===== config.mk =====
export PLATFORM = sky130hd
export DESIGN_NAME = stbs_ctrl
export DESIGN_NICKNAME = d
export VERILOG_FILES = /design/src/rtl/stbs_pkg.sv /design/src/rtl/stbs_ctrl.sv
export SDC_FILE = /design/constraint.sdc
export NUM_CORES = 1
export LEC_CHECK = 0
export BUFFER_PORTS_ARGS = -buffer_cell sky130_fd_sc_hd__buf_2
export CORE_AREA = 3 3 40 42
export DETAILED_ROUTE_END_ITERATION = 6
export DIE_AREA = 0 0 43 45
export GPL_TIMING_DRIVEN = 1
export HOLD_SLACK_MARGIN = 0.15
export PLACE_DENSITY = 0.45
export SYNTH_ARGS = -nofsm -noshare
export SYNTH_HDL_FRONTEND = slang
export SYNTH_SLANG_ARGS = --single-unit

===== constraint.sdc =====
create_clock -name i_clk -period 2.1 [get_ports i_clk]
set_input_delay 0.42 -clock i_clk [delete_from_list [all_inputs] [get_ports i_clk]]
set_output_delay 0.42 -clock i_clk [all_outputs]
set_load 0.005 [all_outputs]

===== src/rtl/stbs_pkg.sv =====
// Shared types and constants for the sorted-table binary search core.
// Request/response payloads, controller-datapath command/status structs.
// No dependencies.
package stbs_pkg;

    // Table geometry
    localparam int TABLE_DEPTH = 1024;
    localparam int ADDR_W      = $clog2(TABLE_DEPTH);
    localparam int CNT_W       = $clog2(TABLE_DEPTH + 1);

    // Fixed field widths
    localparam int INDEX_W = 10;
    localparam int WORD_W  = 32;
    localparam int COUNT_W = 11;

    // Request modes
    localparam logic MODE_WRITE  = 1'b0;
    localparam logic MODE_SEARCH = 1'b1;

    typedef struct packed {
        logic                      mode;
        logic [INDEX_W-1:0]        entry_index;
        logic signed [WORD_W-1:0]  entry_value;
        logic signed [WORD_W-1:0]  search_key;
    } t_req;

    typedef struct packed {
        logic               found;
        logic [INDEX_W-1:0] position;
    } t_rsp;

    // Controller -> datapath
    typedef struct packed {
        logic load;       // start a search: latch key, reset bounds
        logic write;      // store the request's entry
        logic probe;      // capture the probe index; table read in flight
        logic step;       // narrow bounds after a failed compare
        logic emit_hit;   // load a found response
        logic emit_miss;  // load a miss response
    } t_cmd;

    // Datapath -> controller
    typedef struct packed {
        logic in_range;   // low <= high
        logic hit;        // probed word equals key
    } t_sts;

endpackage


===== src/rtl/stbs_ctrl.sv =====
// Search sequencer for the sorted-table binary search core.
// Drives datapath commands and the response strobe. Depends on stbs_pkg.
module stbs_ctrl
    import stbs_pkg::*;
(
    input  logic i_clk,
    input  logic i_rst_n,
    input  logic i_start,
    input  logic i_mode,
    input  t_sts i_sts,
    output t_cmd o_cmd,
    output logic o_busy,
    output logic o_valid
);

    localparam logic [1:0] S_IDLE  = 2'd0;
    localparam logic [1:0] S_CHECK = 2'd1;
    localparam logic [1:0] S_CMP   = 2'd2;

    logic [1:0] r_state, n_state;
    logic       r_valid, n_valid;

    always_comb begin
        n_state = r_state;
        n_valid = 1'b0;
        o_cmd   = '0;
        unique case (r_state)
            S_IDLE: begin
                if (i_start) begin
                    if (i_mode == MODE_SEARCH) begin
                        o_cmd.load = 1'b1;
                        n_state    = S_CHECK;
                    end else begin
                        o_cmd.write = 1'b1;
                    end
                end
            end
            S_CHECK: begin
                if (i_sts.in_range) begin
                    o_cmd.probe = 1'b1;
                    n_state     = S_CMP;
                end else begin
                    o_cmd.emit_miss = 1'b1;
                    n_valid         = 1'b1;
                    n_state         = S_IDLE;
                end
            end
            S_CMP: begin
                if (i_sts.hit) begin
                    o_cmd.emit_hit = 1'b1;
                    n_valid        = 1'b1;
                    n_state        = S_IDLE;
                end else begin
                    o_cmd.step = 1'b1;
                    n_state    = S_CHECK;
                end
            end
            default: begin
                n_state = S_IDLE;
            end
        endcase
    end

    always_ff @(posedge i_clk) begin
        if (!i_rst_n) begin
            r_state <= S_IDLE;
            r_valid <= 1'b0;
        end else begin
            r_state <= n_state;
            r_valid <= n_valid;
        end
    end

    assign o_busy  = (r_state != S_IDLE);
    assign o_valid = r_valid;

endmodule


==> impl_results.md <==
- Outcome: finished, final reports clean
- Postcts setup bufs: 0
- # port buffers: 13
- Crit-path slowest cell: dfxtp_1
- Top post-synthesis cells by area: ha_1 (25%), dfxtp_1 (24%), nor2b_1 (7.5%), inv_1 (6.0%), nor2b_4 (5.5%)
- Worst reg2reg path depth: 5
- Placed cell area: 335 sq um
- Reg-to-reg startpoint: r_state[0]$_SDFFE_PN0P_
- Skew-Pair Late Insertion Delay: 0.23 ns
- RSZ-0062 raised after global routing: false
- Cell row count: 13
- Worst slew margin: 0.812
- Vias post-DR: 234
- Mapped Cells: 28
- Drt via density: 3.90
- CTS clock-pin slew for the worst setup and hold paths: 0.04 ns
- Post-Synth Simple-Gate Area: 0.279
- Tcrit/Tclk final: 0.796
- Max Freq: 598 MHz
- Clock Sink Count: 3
- Ys Warns: 0
- Finished Cell Area: 362 sq um
- # hold bufs at CTS: 0
- Starting Density: 0.196
- Post-Syn Area: 251 sq um
- Global-route wire length before repair: 855 um
- Sequential area share after synthesis: 0.239
- Fin. max-slew vios: 0
- Root Driver: clkbuf_4
- Critical Path AT: 1.25 ns
- Hold Crit Start: i_rst_n
- Peak supply drop: 233 uV
- Final setup TNS: 0 ns
- H-Tree Depth: 1
- Fillcell total: 141
- N_diodes: 0
- Total Nets Final: 57
- Crit Path Max Fanout: 4
- Critical path startpoint category: flip-flop
- Final Hold Fails: 0
- Drt total wl: 563 um
- CTS tree: built
- Reg2reg setup slack: 0.53 ns
- Die Ht: 45 um
- Power density over cell area: 684 mW/mm^2
- DRT Pass-1 Iters: 2
- GPL Wtd Cong: 0.663
- Mapped Nets: 39
- CP Buf/Inv Count: 2
- Max stage delay on crit path: 0.37 ns
- Remaining antenna violation count after routing: 0
- Count leader, synth: ha_1
- Core footprint: 0.00128 sq mm
- Static Leak: 0.211 nW
- Vias in the first global route: 228
- Yosys top cell area share: 0.249
- Setup Viol. Count Final: 0
- Layout area overhead: 43.8%
- Synth Area in XOR/XNOR: 0
- GRT Residual Overflow: 0
- Most frequent cells after synthesis: ha_1 (5), inv_1 (4), dfxtp_1 (3), nor2b_1 (3)
- Final Util: 0.281
- Die X: 43 um
- CP Class: flip-flop to output pin
- Count of cell types in the netlist: 17
- Top delay family on crit path: flip-flops
- WHS Endpoint: r_state[1]$_SDFFE_PN0P_
- Overall Global Routing Usage: 0.0633
- EDFF count, synth: 0
- Synth Area per Inst: 8.98 sq um
- Period minus WS final: 1.67 ns
- Hold-critical path depth: 3
- Min-Delay Path Class: input port to flip-flop
- Post-synthesis mux area share: 0
- Worst Tran Pin Value: 0.278 ns
- Post-route DRC violation count: 0
- CP required: 1.68 ns
- CTS Buf Count: 3
- Largest family of logic cells by synthesized area: simple AND/OR/NAND/NOR gates
- Post-synthesis adder-cell area fraction: 0.249
- # placed instances: 56
- Worst reg2reg endpoint: r_state[1]$_SDFFE_PN0P_
- Drt initial violations: 1
- Clock Tree Buf Depth: 2
- Async S/R FF share, synth: 0
- Post-synthesis compound-gate area fraction: 0.174
- Initial antenna violation count: 0
- Final non-filler cell total: 60
- Largest net degree at the start of global routing: 5
- Synth Flop Type: dfxtp_1
- Clock Skew: 0.00312 ns
- Yosys reg bits: 3
- I/O pins: 14
- Largest area contributor in the netlist: ha_1
- Share of cells above drive strength 1: 0.400
- Number of cells upsized or downsized after cts: 0
- Wire length per cell: 9.38 um
- Die ar.: 0.00194 sq mm
- CP cell instances: inv_1, ha_1, and3_2, buf_2
- Max Cap Violations: 0
- Crit end category: output pin
final cells by class:
class / instances / area (sq um) / share of cell area
multi-input cells: 21 / 176 / 0.488
repair buffers: 13 / 65.1 / 0.180
flip-flops and latches: 3 / 60.1 / 0.166
clock buffers: 4 / 26.3 / 0.0727
well taps: 15 / 18.8 / 0.0519
inverters: 4 / 15.0 / 0.0415
kinds of logic after synthesis:
family,after synthesis
AO/OA/AOI/OAI,6
buffers and inverters,4
AND/OR/NAND/NOR,10
adder cells (fa/ha/maj),5
flip-flops,3
routing by layer:
metal	part of all wire	global-route usage	vias to the layer above
li1	-	-	130
met4	0	0.0723	0
met2	0.49	0.108	7
met1	0.42	0.0578	97
met3	0.080	0.0159	0
met5	0	0	-
worst max-delay path by stage:
stage	start	to	slack [ns]	depth (start not counted)
finish	r_state[0]$_SDFFE_PN0P_	o_cmd[5]	0.43	4
global route	r_state[0]$_SDFFE_PN0P_	o_cmd[5]	0.37	4
CTS	r_state[0]$_SDFFE_PN0P_	o_cmd[5]	0.41	4
detailed placement	r_state[0]$_SDFFE_PN0P_	r_state[1]$_SDFFE_PN0P_	0.53	5
global placement	r_state[0]$_SDFFE_PN0P_	r_state[1]$_SDFFE_PN0P_	0.55	5
floorplan	r_state[0]$_SDFFE_PN0P_	r_state[1]$_SDFFE_PN0P_	0.65	5
worst min-delay path, cell delays in order:
cell     delay, ns
buf_2         0.12
inv_1         0.06
a21oi_1       0.04
state kept, by name, summed over array words and instances (netlist names):
name,cells
r_state,2
o_valid,1
cells in the final DEF, fill, tap and decap left out:
cell / netlist / layout
nor2b_1: 3 / 3
inv_1: 4 / 4
ha_1: 5 / 5
o21ai_0: 1 / 1
or4b_1: 1 / 1
nand2_1: 1 / 1
nor2_1: 1 / 1
and2_0: 1 / 1
o211a_1: 1 / 1
nor2b_4: 1 / 1
o211ai_1: 1 / 1
clkbuf_1: 0 / 1
dfxtp_1: 3 / 3
and3_2: 1 / 1
a21oi_1: 1 / 1
o21bai_1: 1 / 1
and2_1: 1 / 1
buf_2: 0 / 13
o41ai_1: 1 / 1
clkbuf_4: 0 / 3
metrics by stage:
step                      worst slack, ns  power, W  hold WS (ns)
after CTS                           0.414  0.000256         0.458
final                               0.429  0.000247         0.465
after detailed placement            0.528  0.000149         0.532
after floorplan                     0.652  0.000118         0.479
after global placement              0.554  0.000150         0.521
after global routing                0.370  0.000269         0.476
power breakdown:
part	total, W	internal (W)	leakage, nW	switching (W)
sequential	0.0000683	0.0000630	0.0244	0.00000530
clock	0.000101	0.0000712	0.0150	0.0000298
combinational	0.0000780	0.0000401	0.171	0.0000379
total	0.000247	0.000174	0.211	0.0000730
Note: power is estimated with default switching activity, not from simulation.
